[src/hw/rtl/psq_pkg.sv]
package psq_pkg;

    localparam int PSQ_DEPTH = 16;
    localparam int TRACK_W   = 32;
    localparam int STREAM_W  = 32;

    typedef enum logic [2:0] {
        ACT_ADD          = 3'd0,
        ACT_OK_TO_PLAY   = 3'd1,
        ACT_INV_AT       = 3'd2,
        ACT_INV_AFTER    = 3'd3,
        ACT_INV_PENDING  = 3'd4,
        ACT_INV_ALL      = 3'd5
    } t_action;

    typedef enum logic [1:0] {
        VERDICT_NO    = 2'd0,
        VERDICT_YES   = 2'd1,
        VERDICT_LATER = 2'd2
    } t_verdict;

    typedef struct packed {
        logic [TRACK_W-1:0]  track;
        logic [STREAM_W-1:0] stream;
        logic                play_now;
    } t_entry;

    localparam int ENTRY_W = $bits(t_entry);

    typedef struct packed {
        logic [1:0]          verdict;
        logic                removed_valid;
        logic [STREAM_W-1:0] removed_stream;
        logic                add_refused;
    } t_result;

    typedef enum logic [3:0] {
        S_IDLE,
        S_DISPATCH,
        S_PLAY_CHK,
        S_AT_RD,
        S_AT_CHK,
        S_SKIP_RD,
        S_SKIP_CHK,
        S_AT_END,
        S_CMP_RD,
        S_CMP_WR,
        S_AFT_RD,
        S_AFT_CHK,
        S_RUN_RD,
        S_RUN_CHK,
        S_RUN_END,
        S_DONE
    } t_state;

endpackage

[src/hw/rtl/psq_cmd_if.sv]
interface psq_cmd_if
    import psq_pkg::*;
();
    logic                valid;
    logic                ready;
    logic [2:0]          action;
    logic [TRACK_W-1:0]  track_id;
    logic [STREAM_W-1:0] stream_id;
    logic                play_now;

    modport source (output valid, action, track_id, stream_id, play_now, input ready);
    modport sink   (input valid, action, track_id, stream_id, play_now, output ready);
endinterface

[src/hw/rtl/psq_res_if.sv]
interface psq_res_if
    import psq_pkg::*;
();
    logic                valid;
    logic                ready;
    logic [1:0]          verdict;
    logic                removed_valid;
    logic [STREAM_W-1:0] removed_stream;
    logic                add_refused;

    modport source (output valid, verdict, removed_valid, removed_stream, add_refused,
                    input ready);
    modport sink   (input valid, verdict, removed_valid, removed_stream, add_refused,
                    output ready);
endinterface

[src/hw/rtl/psq_ram.sv]
module psq_ram
    import psq_pkg::*;
#(
    parameter int WIDTH = ENTRY_W,
    parameter int DEPTH = PSQ_DEPTH,
    localparam int AW   = (DEPTH > 1) ? $clog2(DEPTH) : 1
) (
    input  logic             i_clk,
    input  logic             i_we,
    input  logic [AW-1:0]    i_waddr,
    input  logic [WIDTH-1:0] i_wdata,
    input  logic [AW-1:0]    i_raddr,
    output logic [WIDTH-1:0] o_rdata
);

    logic [WIDTH-1:0] r_mem [DEPTH];
    logic [WIDTH-1:0] r_rdata;

    always_ff @(posedge i_clk) begin
        if (i_we) begin
            r_mem[i_waddr] <= i_wdata;
        end
        r_rdata <= r_mem[i_raddr];
    end

    assign o_rdata = r_rdata;

endmodule

[src/hw/rtl/pending_stream_queue.sv]
// Pending stream queue: a ring of up to DEPTH-1 pending streams plus one playing slot, driven
// by one command beat in and answered by exactly one result beat out. All work on the ring goes
// through a single entry RAM with one write and one registered read port, stepped by a small
// sequencer, and the block takes no new command until the current one has finished. Add,
// invalidate_pending and invalidate_all need no ring walk, ok_to_play reads the head entry
// unless the ring is empty, and invalidate_at and invalidate_after walk the ring entries they
// examine; invalidate_at also moves entries to close the gap. A result waiting in the output
// register does not block the next command, but the following result waits until it has been
// taken.
module pending_stream_queue
    import psq_pkg::*;
#(
    parameter int DEPTH = PSQ_DEPTH
) (
    input  logic   i_clk,
    input  logic   i_rst_n,
    psq_cmd_if.sink   i_cmd,
    psq_res_if.source o_res
);

    localparam int IW = (DEPTH > 1) ? $clog2(DEPTH) : 1;
    localparam logic [IW-1:0] LAST_IDX = IW'(DEPTH - 1);
    localparam logic [IW:0]   DEPTH_W  = (IW + 1)'(DEPTH);
    localparam logic [IW:0]   FULL_CNT = (IW + 1)'(DEPTH - 1);

    function automatic logic [IW-1:0] next_pos(input logic [IW-1:0] idx);
        return (idx == LAST_IDX) ? '0 : idx + 1'b1;
    endfunction

    t_state              r_state, n_state;
    t_action             r_act, n_act;
    logic [TRACK_W-1:0]  r_trk, n_trk;
    logic [STREAM_W-1:0] r_sid, n_sid;
    logic                r_pn, n_pn;
    logic [IW-1:0]       r_head, n_head;
    logic [IW-1:0]       r_tail, n_tail;
    logic [IW-1:0]       r_idx, n_idx;
    logic [IW-1:0]       r_prev, n_prev;
    logic                r_move_head, n_move_head;
    logic [STREAM_W-1:0] r_last, n_last;
    t_entry              r_play, n_play;
    logic                r_play_clear, n_play_clear;
    t_result             r_res, n_res;
    t_result             r_out, n_out;
    logic                r_out_valid, n_out_valid;

    logic                ram_we;
    logic [IW-1:0]       ram_waddr;
    t_entry              ram_wdata;
    logic [IW-1:0]       ram_raddr;
    logic [ENTRY_W-1:0]  ram_rdata;
    t_entry              rd;

    logic                in_take;
    logic                out_take;
    logic                out_free;
    logic [IW:0]         ring_cnt;
    logic                ring_full;
    logic                idx_at_tail;
    logic                track_eq;
    logic                play_match;
    logic                run_ok;

    psq_ram #(
        .WIDTH (ENTRY_W),
        .DEPTH (DEPTH)
    ) u_ram (
        .i_clk   (i_clk),
        .i_we    (ram_we),
        .i_waddr (ram_waddr),
        .i_wdata (ram_wdata),
        .i_raddr (ram_raddr),
        .o_rdata (ram_rdata)
    );

    assign rd          = t_entry'(ram_rdata);
    assign in_take     = i_cmd.valid && i_cmd.ready;
    assign out_take    = r_out_valid && o_res.ready;
    assign out_free    = !r_out_valid || o_res.ready;
    assign ring_cnt    = (r_tail >= r_head) ? ({1'b0, r_tail} - {1'b0, r_head})
                                            : ({1'b0, r_tail} + DEPTH_W - {1'b0, r_head});
    assign ring_full   = ring_cnt >= FULL_CNT;
    assign idx_at_tail = r_idx == r_tail;
    assign track_eq    = rd.track == r_trk;
    assign play_match  = r_play.track == r_trk;
    assign run_ok      = track_eq && (r_last < rd.stream) && rd.play_now;

    assign i_cmd.ready          = r_state == S_IDLE;
    assign o_res.valid          = r_out_valid;
    assign o_res.verdict        = r_out.verdict;
    assign o_res.removed_valid  = r_out.removed_valid;
    assign o_res.removed_stream = r_out.removed_stream;
    assign o_res.add_refused    = r_out.add_refused;

    always_comb begin
        n_state = r_state;
        case (r_state)
            S_IDLE: begin
                if (i_cmd.valid) begin
                    n_state = S_DISPATCH;
                end
            end
            S_DISPATCH: begin
                case (r_act)
                    ACT_OK_TO_PLAY: n_state = (r_head == r_tail) ? S_DONE : S_PLAY_CHK;
                    ACT_INV_AT:     n_state = play_match ? S_SKIP_RD : S_AT_RD;
                    ACT_INV_AFTER:  n_state = play_match ? S_RUN_RD : S_AFT_RD;
                    default:        n_state = S_DONE;
                endcase
            end
            S_PLAY_CHK: n_state = S_DONE;
            S_AT_RD:    n_state = idx_at_tail ? S_DONE : S_AT_CHK;
            S_AT_CHK:   n_state = track_eq ? S_SKIP_RD : S_AT_RD;
            S_SKIP_RD:  n_state = idx_at_tail ? S_AT_END : S_SKIP_CHK;
            S_SKIP_CHK: n_state = track_eq ? S_SKIP_RD : S_AT_END;
            S_AT_END:   n_state = r_move_head ? S_DONE : S_CMP_RD;
            S_CMP_RD:   n_state = idx_at_tail ? S_DONE : S_CMP_WR;
            S_CMP_WR:   n_state = S_CMP_RD;
            S_AFT_RD:   n_state = idx_at_tail ? S_DONE : S_AFT_CHK;
            S_AFT_CHK:  n_state = track_eq ? S_RUN_RD : S_AFT_RD;
            S_RUN_RD:   n_state = idx_at_tail ? S_RUN_END : S_RUN_CHK;
            S_RUN_CHK:  n_state = run_ok ? S_RUN_RD : S_RUN_END;
            S_RUN_END:  n_state = S_DONE;
            S_DONE: begin
                if (out_free) begin
                    n_state = S_IDLE;
                end
            end
            default:    n_state = S_IDLE;
        endcase
    end

    always_comb begin
        n_act        = r_act;
        n_trk        = r_trk;
        n_sid        = r_sid;
        n_pn         = r_pn;
        n_head       = r_head;
        n_tail       = r_tail;
        n_idx        = r_idx;
        n_prev       = r_prev;
        n_move_head  = r_move_head;
        n_last       = r_last;
        n_play       = r_play;
        n_play_clear = r_play_clear;
        n_res        = r_res;
        n_out        = r_out;
        n_out_valid  = r_out_valid && !out_take;
        ram_we       = 1'b0;
        ram_waddr    = r_prev;
        ram_wdata    = rd;
        ram_raddr    = r_idx;

        case (r_state)
            S_IDLE: begin
                if (in_take) begin
                    n_act = t_action'(i_cmd.action);
                    n_trk = i_cmd.track_id;
                    n_sid = i_cmd.stream_id;
                    n_pn  = i_cmd.play_now;
                    n_res = '0;
                end
            end
            S_DISPATCH: begin
                n_idx       = r_head;
                n_move_head = 1'b0;
                n_last      = r_play.stream;
                ram_raddr   = r_head;
                case (r_act)
                    ACT_ADD: begin
                        if (ring_full) begin
                            n_res.add_refused = 1'b1;
                        end else begin
                            ram_we    = 1'b1;
                            ram_waddr = r_tail;
                            ram_wdata = '{track: r_trk, stream: r_sid, play_now: r_pn};
                            n_tail    = next_pos(r_tail);
                        end
                    end
                    ACT_INV_AT: begin
                        if (play_match) begin
                            n_res.removed_valid  = 1'b1;
                            n_res.removed_stream = r_play.stream;
                            n_play               = '{track: '1, stream: '1, play_now: 1'b0};
                            n_play_clear         = 1'b1;
                            n_move_head          = 1'b1;
                        end
                    end
                    ACT_INV_PENDING: begin
                        n_tail = r_head;
                    end
                    ACT_INV_ALL: begin
                        if (!r_play_clear) begin
                            n_res.removed_valid  = 1'b1;
                            n_res.removed_stream = r_play.stream;
                            n_play               = '{track: '1, stream: '1, play_now: 1'b0};
                            n_play_clear         = 1'b1;
                        end
                        n_tail = r_head;
                    end
                    default: begin
                    end
                endcase
            end
            S_PLAY_CHK: begin
                if (rd.stream == r_sid) begin
                    n_play        = rd;
                    n_play_clear  = 1'b0;
                    n_head        = next_pos(r_head);
                    n_res.verdict = rd.play_now ? VERDICT_YES : VERDICT_LATER;
                end
            end
            S_AT_CHK: begin
                n_prev = r_idx;
                n_idx  = next_pos(r_idx);
                if (track_eq && (r_idx == r_head)) begin
                    n_move_head = 1'b1;
                end
            end
            S_SKIP_CHK: begin
                if (track_eq) begin
                    n_idx = next_pos(r_idx);
                end
            end
            S_AT_END: begin
                if (r_move_head) begin
                    n_head = r_idx;
                end
            end
            S_CMP_RD: begin
                if (idx_at_tail) begin
                    n_tail = r_prev;
                end
            end
            S_CMP_WR: begin
                ram_we    = 1'b1;
                ram_waddr = r_prev;
                ram_wdata = rd;
                n_prev    = next_pos(r_prev);
                n_idx     = next_pos(r_idx);
            end
            S_AFT_CHK: begin
                if (track_eq) begin
                    n_last = rd.stream;
                end
                n_idx = next_pos(r_idx);
            end
            S_RUN_CHK: begin
                if (run_ok) begin
                    n_last = rd.stream;
                    n_idx  = next_pos(r_idx);
                end
            end
            S_RUN_END: begin
                n_tail = r_idx;
            end
            S_DONE: begin
                if (out_free) begin
                    n_out       = r_res;
                    n_out_valid = 1'b1;
                end
            end
            default: begin
            end
        endcase
    end

    always_ff @(posedge i_clk) begin
        if (!i_rst_n) begin
            r_state      <= S_IDLE;
            r_head       <= '0;
            r_tail       <= '0;
            r_play       <= '{track: '1, stream: '1, play_now: 1'b0};
            r_play_clear <= 1'b1;
            r_out_valid  <= 1'b0;
        end else begin
            r_state      <= n_state;
            r_head       <= n_head;
            r_tail       <= n_tail;
            r_play       <= n_play;
            r_play_clear <= n_play_clear;
            r_out_valid  <= n_out_valid;
        end
    end

    always_ff @(posedge i_clk) begin
        r_act       <= n_act;
        r_trk       <= n_trk;
        r_sid       <= n_sid;
        r_pn        <= n_pn;
        r_idx       <= n_idx;
        r_prev      <= n_prev;
        r_move_head <= n_move_head;
        r_last      <= n_last;
        r_res       <= n_res;
        r_out       <= n_out;
    end

endmodule
[src/flat_wrapper.sv]
// flat-port wrapper written by rule: the top's interface ports become plain ports
module pending_stream_queue_flat import psq_pkg::*;
#(
    parameter int DEPTH = PSQ_DEPTH
)
  (i_clk, i_rst_n, i_cmd_valid, i_cmd_action, i_cmd_track_id, i_cmd_stream_id, i_cmd_play_now, i_cmd_ready, o_res_valid, o_res_verdict, o_res_removed_valid, o_res_removed_stream, o_res_add_refused, o_res_ready);
  psq_cmd_if i_cmd_i ();
  psq_res_if o_res_i ();
  input  logic i_clk;
  input  logic i_rst_n;
  input wire logic [$bits(i_cmd_i.valid)-1:0] i_cmd_valid;
  input wire logic [$bits(i_cmd_i.action)-1:0] i_cmd_action;
  input wire logic [$bits(i_cmd_i.track_id)-1:0] i_cmd_track_id;
  input wire logic [$bits(i_cmd_i.stream_id)-1:0] i_cmd_stream_id;
  input wire logic [$bits(i_cmd_i.play_now)-1:0] i_cmd_play_now;
  output wire logic [$bits(i_cmd_i.ready)-1:0] i_cmd_ready;
  output wire logic [$bits(o_res_i.valid)-1:0] o_res_valid;
  output wire logic [$bits(o_res_i.verdict)-1:0] o_res_verdict;
  output wire logic [$bits(o_res_i.removed_valid)-1:0] o_res_removed_valid;
  output wire logic [$bits(o_res_i.removed_stream)-1:0] o_res_removed_stream;
  output wire logic [$bits(o_res_i.add_refused)-1:0] o_res_add_refused;
  input wire logic [$bits(o_res_i.ready)-1:0] o_res_ready;
  assign i_cmd_i.valid = i_cmd_valid;
  assign i_cmd_i.action = i_cmd_action;
  assign i_cmd_i.track_id = i_cmd_track_id;
  assign i_cmd_i.stream_id = i_cmd_stream_id;
  assign i_cmd_i.play_now = i_cmd_play_now;
  assign i_cmd_ready = i_cmd_i.ready;
  assign o_res_valid = o_res_i.valid;
  assign o_res_verdict = o_res_i.verdict;
  assign o_res_removed_valid = o_res_i.removed_valid;
  assign o_res_removed_stream = o_res_i.removed_stream;
  assign o_res_add_refused = o_res_i.add_refused;
  assign o_res_i.ready = o_res_ready;
  pending_stream_queue #(.DEPTH(DEPTH)) u_core (.i_clk(i_clk), .i_rst_n(i_rst_n), .i_cmd(i_cmd_i), .o_res(o_res_i));
endmodule
[config.mk]
export PLATFORM = sky130hd
export DESIGN_NAME = pending_stream_queue_flat
export DESIGN_NICKNAME = d
export VERILOG_FILES = /design/src/hw/rtl/psq_pkg.sv /design/src/hw/rtl/psq_cmd_if.sv /design/src/hw/rtl/psq_res_if.sv /design/src/hw/rtl/psq_ram.sv /design/src/hw/rtl/pending_stream_queue.sv /design/src/flat_wrapper.sv
export SDC_FILE = /design/constraint.sdc
export NUM_CORES = 2
export LEC_CHECK = 0
export BUFFER_PORTS_ARGS = -buffer_cell sky130_fd_sc_hd__buf_2
export CAP_MARGIN = 20
export CORE_ASPECT_RATIO = 0.6
export CORE_MARGIN = 4
export CORE_UTILIZATION = 55
export CTS_BUF_LIST = sky130_fd_sc_hd__clkbuf_4 sky130_fd_sc_hd__clkbuf_8
export CTS_CLUSTER_SIZE = 30
export DETAILED_ROUTE_END_ITERATION = 12
export PLACE_DENSITY = 0.71
export SLEW_MARGIN = 20
export SYNTH_ARGS = -nofsm -noshare
export SYNTH_HDL_FRONTEND = slang
export SYNTH_SLANG_ARGS = --single-unit
[constraint.sdc]
create_clock -name i_clk -period 15.3 [get_ports i_clk]
set_input_delay 1.53 -clock i_clk [delete_from_list [all_inputs] [get_ports i_clk]]
set_output_delay 1.53 -clock i_clk [all_outputs]
set_load 0.05 [all_outputs]
Word-level counts from Yosys, hierarchy flattened --
Memory sizes are Yosys's and may differ from the RTL's. A register that Yosys moved wholly into a read port is not among the register bits. Index checks and enable logic that the tools add are counted.
Operators by class: add/sub/neg operators 7, magnitude comparators 3, equality and inequality tests 47, mux-type cells 73, reductions and logical operators 36
Operator list (number):
- $mux 65 | 6
- $pmux 65 s2 | 2
- $eq 32x32->1 | 3
- $pmux 32 s3 | 1
- $mux 4 | 18
- $pmux 34 s2 | 1
- $mux 33 | 2
- $pmux 33 s2 | 1
- $mux 32 | 2
- $pmux 4 s15 | 1
- $eq 4x4->1 const B | 12
- $mux 36 | 1
- $lt 32x32->1 | 1
- $pmux 4 s2 | 3
- $pmux 4 s3 | 2
- $mux 3 | 7
- $ne 2x1->1 const B | 9
- $add 4x1->4 const B | 4
- $eq 4x3->1 const B | 4
- $pmux 4 s4 | 1
- $mux 1 | 14
- $eq 4x4->1 | 3
- $ne 3x3->1 const B | 4
- $reduce_and 3->1 | 4
- 29 further kinds | 60
Word-level totals: flip-flop bits (word level) 259, bits in writable memories 1040, bits of input ports 72, output and inout bits 38, logic and storage cells 190, memories kept 1
Memory list:
- u_core.u_ram.r_mem | depth 16, width 65, read ports 1, clocked after memory_dff 1, write ports 1, line psq_ram.sv:16 | logic [WIDTH-1:0] r_mem [DEPTH];

Longest topological paths before layout --
depth after elaboration 9, gate-level depth with buffers 13, gate-level depth less buffers 10

Hierarchy --
Synthesis repeated with hierarchy kept, for this count alone.
Unflattened totals: cell total of the unflattened synthesis 2819, area total of the unflattened synthesis 53213.5 um2
By module, submodules not included:
- psq_ram | times used 1, cells each 1673, area an instance 40239.8 um2, sequential area each 32531.2 um2
- pending_stream_queue | times used 1, cells each 1146, area an instance 12973.7 um2, sequential area each 6996.7 um2

Worst setup path before layout --
OpenSTA, ideal clock, no wires.
path kind reg-to-reg, from register u_core.r_tail[0], to memory u_core.u_ram.r_mem[11][0] (netlist bit), enable pin, setup time 0.588 ns, arrival 7.222 ns, data required time 14.712 ns, setup slack 7.490 ns, stages on the path, launching flop included 13, path buffers 2, period minus slack after synthesis 7.810 ns, cell sequence dfxtp_1 clkbuf_1 inv_1 ha_1 inv_1 fa_1 nand2b_1 a211oi_1 or2_2 a21oi_1 buf_2 nand3_1 o32ai_1
Between the ends: word-level cells in the longest chain between the ends 9, elaborated cells between the ends (all ways) 14, those cells by class 3 x add/sub; 2 x order compare; 9 x mux
RTL lines:
- start: declaration | line pending_stream_queue.sv:36 | logic [IW-1:0] r_tail, n_tail;
- start signal: assignment | line pending_stream_queue.sv:279 | r_tail <= n_tail;
- $add 4x5->5 | line pending_stream_queue.sv:81 | : ({1'b0, r_tail} + DEPTH_W - {1'b0, r_head});
- $sub 5x4->5 | line pending_stream_queue.sv:81
- $mux 5 | line pending_stream_queue.sv:80 | assign ring_cnt = (r_tail >= r_head) ? ({1'b0, r_tail} - {1'b0, r_head})
- $ge 5x4->1 | line pending_stream_queue.sv:82 | assign ring_full = ring_cnt >= FULL_CNT;
- $mux 1 | line pending_stream_queue.sv:171 | if (ring_full) begin
- $mux 1 | line pending_stream_queue.sv:169 | case (r_act)
- $pmux 1 s2 | line pending_stream_queue.sv:154 | case (r_state)
- $mux 1 | line psq_ram.sv:20 | if (i_we) begin
- $mux 1 (not written as such) | line psq_ram.sv:21 | r_mem[i_waddr] <= i_wdata;
- end: declaration | line psq_ram.sv:16
Several ways; a longest one is shown, not always the timed one.

Worst setup path in the final report --
from register u_core.r_state[0], to memory u_core.u_ram.r_mem[11][52] (netlist bit), enable pin
Between the ends: word-level cells in the longest chain between the ends 4, elaborated cells between the ends (all ways) 6, those cells by class 2 x eq/ne; 4 x mux
RTL lines:
- start: declaration | line pending_stream_queue.sv:30 | t_state r_state, n_state;
- start signal: assignment | line pending_stream_queue.sv:277 | r_state <= n_state;
- $eq 4x4->1 or $eq 4x1->1 (tied branches) | line pending_stream_queue.sv:154
- $pmux 1 s2 | line pending_stream_queue.sv:154
- $mux 1 | line psq_ram.sv:20
- $mux 1 (not written as such) | line psq_ram.sv:21
Several ways; a longest one is shown, not always the timed one.

==> reports/qor.txt <==
Post-CTS Hold Fix Bufs - 0
Height of the die - 251 um
Worst R2R End - u_core.u_ram.r_mem[11][52]
Fillers - 6585
Worst Hold Launch - u_core.r_res[3]
FF-to-FF path depth - 9
Clock skew - 40.4 ps
Setup TNS Final - 0 ps
Post-CTS Setup Inserts - 0
Seq pwr share - 44.3%
Final core occ - 62.5%
H-tree depth - 4
Cells after Synth - 2853
Crit end category - flop
Routed len/inst - 27.7 um
TritonCTS clock tree - done
Storage element area - 0.0395 mm2
Drt first pass iters - 6
Hold endpoint - u_core.o_res.removed_stream[2]
Sw frac - 31.8%
Outcome - complete, no violations
Post-Place Cell Area - 0.0565 mm2
Die area - 0.104 mm2
Diodes inserted - 0
Min Hold Slack - 411 ps
Number of buffers created by CTS - 187
Starting density of the core - 55.9%
Num rows - 88
Vias in the first global route - 28168
Ranking of synthesized cells by area - edfxtp_1 (68%), mux4_2 (11%), dfxtp_1 (5.3%), mux2i_1 (4.9%), xor2_1 (1.6%)
Share of total power in the clock network - 25.0%
Worst Hold Class - reg2reg
Synthesized area - 0.0541 mm2
Total wire length - 126000 um
Core area - 0.0969 mm2
Final Wtd Congestion - 0.925
Via count - 27930
Power, Total - 11.7 mW
Synth Net Count - 2965
Worst EP arrival - 6490 ps
Setup crit start kind - flop
Antenna-violating nets left - 0
Gr usage total - 24.5%
Async set or reset register ratio after synthesis - 0%
Reg2reg setup slack - 9290 ps
Total internal power - 8.00 mW
NumNets Final - 3196
Hold Path Stages - 0
Pwr dens - 194 mW/mm2
Worst r2r src - u_core.r_state[0]
CTS sink cnt - 1364
Max FO, Critical Path - 38
Logic gate share of total power - 30.6%
Initial antenna violation count - 2
Starting DRT DRC Count - 3650
Top-area cell type share of the netlist area - 67.7%
YS warnings - 0
Critical Path RT - 15780 ps
Vias per cell - 6.14
IO Port Bufs - 109
Fin crit share - 39.3%
Tmin final - 6010 ps
Longest Clk Path Bufs - 3
Fraction of layout cells with a size suffix above 1 - 26.7%
Number of synthesized flops with an enable pin - 1221
Fin area - 0.0606 mm2
Clk_lat worst skew - 870 ps
Final setup fails - 0
Post_cts resized - 0
First-pass GRT wire length - 187000 um
Maxcap violations - 0
Peak VDD IR - 194 uV
Area growth from synthesis to layout - 11.9%
Fmax - 0.166 GHz
Relative slew slack - 16.9%
Leak - 20.9 nW
Count of pins over their slew limit - 0
Final Hold Fails - 0
RSZ-0062 raised after global routing - false
Boundary pin count - 110
Switching power - 3.73 mW
Syn avg cell area - 19.0 um2
Top_reg_cell synth - edfxtp_1
Largest net degree at the start of global routing - 167
Crit path kind - reg2reg
Most common cell after layout, fill and taps aside - edfxtp_1
Commonest non-fill, non-tap cells in the layout - edfxtp_1 (1221), mux2i_1 (265), mux4_2 (260), clkbuf_8 (219), dfxtp_1 (143)
Multi-input logic area - 0.0140 mm2
Global route overflow - 0
#FFs+latches synth - 1364
CTS Root Cell - clkbuf_8
Residual DRC - 0
Cell taking the most area after synthesis - edfxtp_1
Placed wire-length estimate - 71500 um
Tightest Pin Transition - 1250 ps
Sequential element share of the synthesized area - 73.0%
Die W - 413 um
Synth unique cells - 71
Register clock-pin slew on the reported worst setup and hold paths - 70 ps
-- critical path, stage by stage (launching register included) --
cell and delay (ps):
dfxtp_1 720, nor2b_4 710, nand2_1 590, or4_1 640, a21oi_4 200, buf_4 610
nand3_1 450, o32ai_4 310, buf_4 570, buf_4 750
-- synth_stat cells, types with 5 or more instances --
library cell  number
a211oi_1           7
a21o_1             9
a21oi_1           52
a31oi_1            6
and2_1             5
and3_1            34
buf_1              5
buf_2             56
buf_4             12
buf_6              7
clkbuf_1          68
dfxtp_1          143
edfxtp_1        1221
ha_1              39
inv_1             46
mux2_1            14
mux2_2            54
mux2i_1          265
mux4_2           260
nand2_1           74
nand2b_1          11
nand3_1           15
nand3b_1           5
nand4_1           12
nor2_1            89
nor2b_1           10
nor3_1            81
nor4_1            24
o21ai_0           48
o21ai_1            6
xnor2_1           10
xor2_1            99
-- sequential cells by signal, summed over array words and instances (netlist names), 2 cells and up --
signal,cells
u_core.r_last,32
u_core.o_res.removed_stream,32
u_core.r_act,3
u_core.r_head,4
u_core.r_play,64
u_core.r_trk,32
u_core.r_res,36
u_core.r_state,4
u_core.u_ram.o_rdata,65
u_core.r_idx,4
u_core.r_prev,4
u_core.o_res.verdict,2
u_core.r_sid,32
u_core.u_ram.r_mem,1040
u_core.r_tail,4
-- cell type report --
class / instances / share of cell area [%]
tap: 1305 / 2.70
clock inverter: 58 / 0.766
sequential: 1364 / 65.2
timing repair buffer: 190 / 2.04
multi-input combinational: 1294 / 23.1
inverter: 47 / 0.295
clock buffer: 288 / 5.83
-- worst max path at each step --
stage                 startpoint                         end  slack [ps]  cells past startpoint
3_3_place_gp   u_core.r_state[0]    u_core.u_ram.o_rdata[47]        9020                      8
3_5_place_dp   u_core.r_state[0]  u_core.u_ram.r_mem[11][57]        8930                      9
6_report       u_core.r_state[0]  u_core.u_ram.r_mem[11][52]        9290                      9
5_1_grt        u_core.r_state[0]  u_core.u_ram.r_mem[11][23]        9000                      9
4_1_cts        u_core.r_state[0]   u_core.u_ram.r_mem[11][9]        8910                      9
2_1_floorplan   u_core.r_tail[0]   u_core.u_ram.r_mem[11][0]        7490                     12
-- stage by stage --
step	setup WS [ps]	instances
CTS	8910	4544
floorplan	7490	2853
global route	9000	4546
detailed placement	8930	4198
global placement	9020	4196
finish	9290	4546
-- logic make-up (layout without fill, tap and decap cells) --
group / after synthesis / in the layout / share of synthesized area (%)
AOI/OAI and AO/OA: 179 / 179 / 2.08
xor gates and xnor gates: 109 / 109 / 1.76
adders and majority gates: 40 / 40 / 0.938
buffers and inverters: 195 / 583 / 1.66
DFF: 1364 / 1364 / 73.0
muxes: 593 / 593 / 17.1
and+or+nand+nor: 373 / 373 / 3.40
-- layer usage --
metal / share of wire (%) / wire [um] / vias up / track usage (%)
met5: 0 / 0 / - / 0
met4: 1.7 / 2160 / 0 / 6.47
met3: 8.5 / 10700 / 167 / 4.92
met2: 46 / 57700 / 1247 / 36.3
met1: 44 / 55400 / 14601 / 37.8
li1: - / - / 11915 / -
-- power groups by stage --
stage	Combinational, mW	Clock [mW]	Sequential, mW
6_report	3.59	2.93	5.20
4_1_cts	3.58	2.99	5.19
2_1_floorplan	2.66	0	5.12
5_1_grt	3.88	3.18	5.22
3_5_place_dp	3.57	0	5.27
3_3_place_gp	3.44	0	5.26
(Power assumes the default switching activity.)
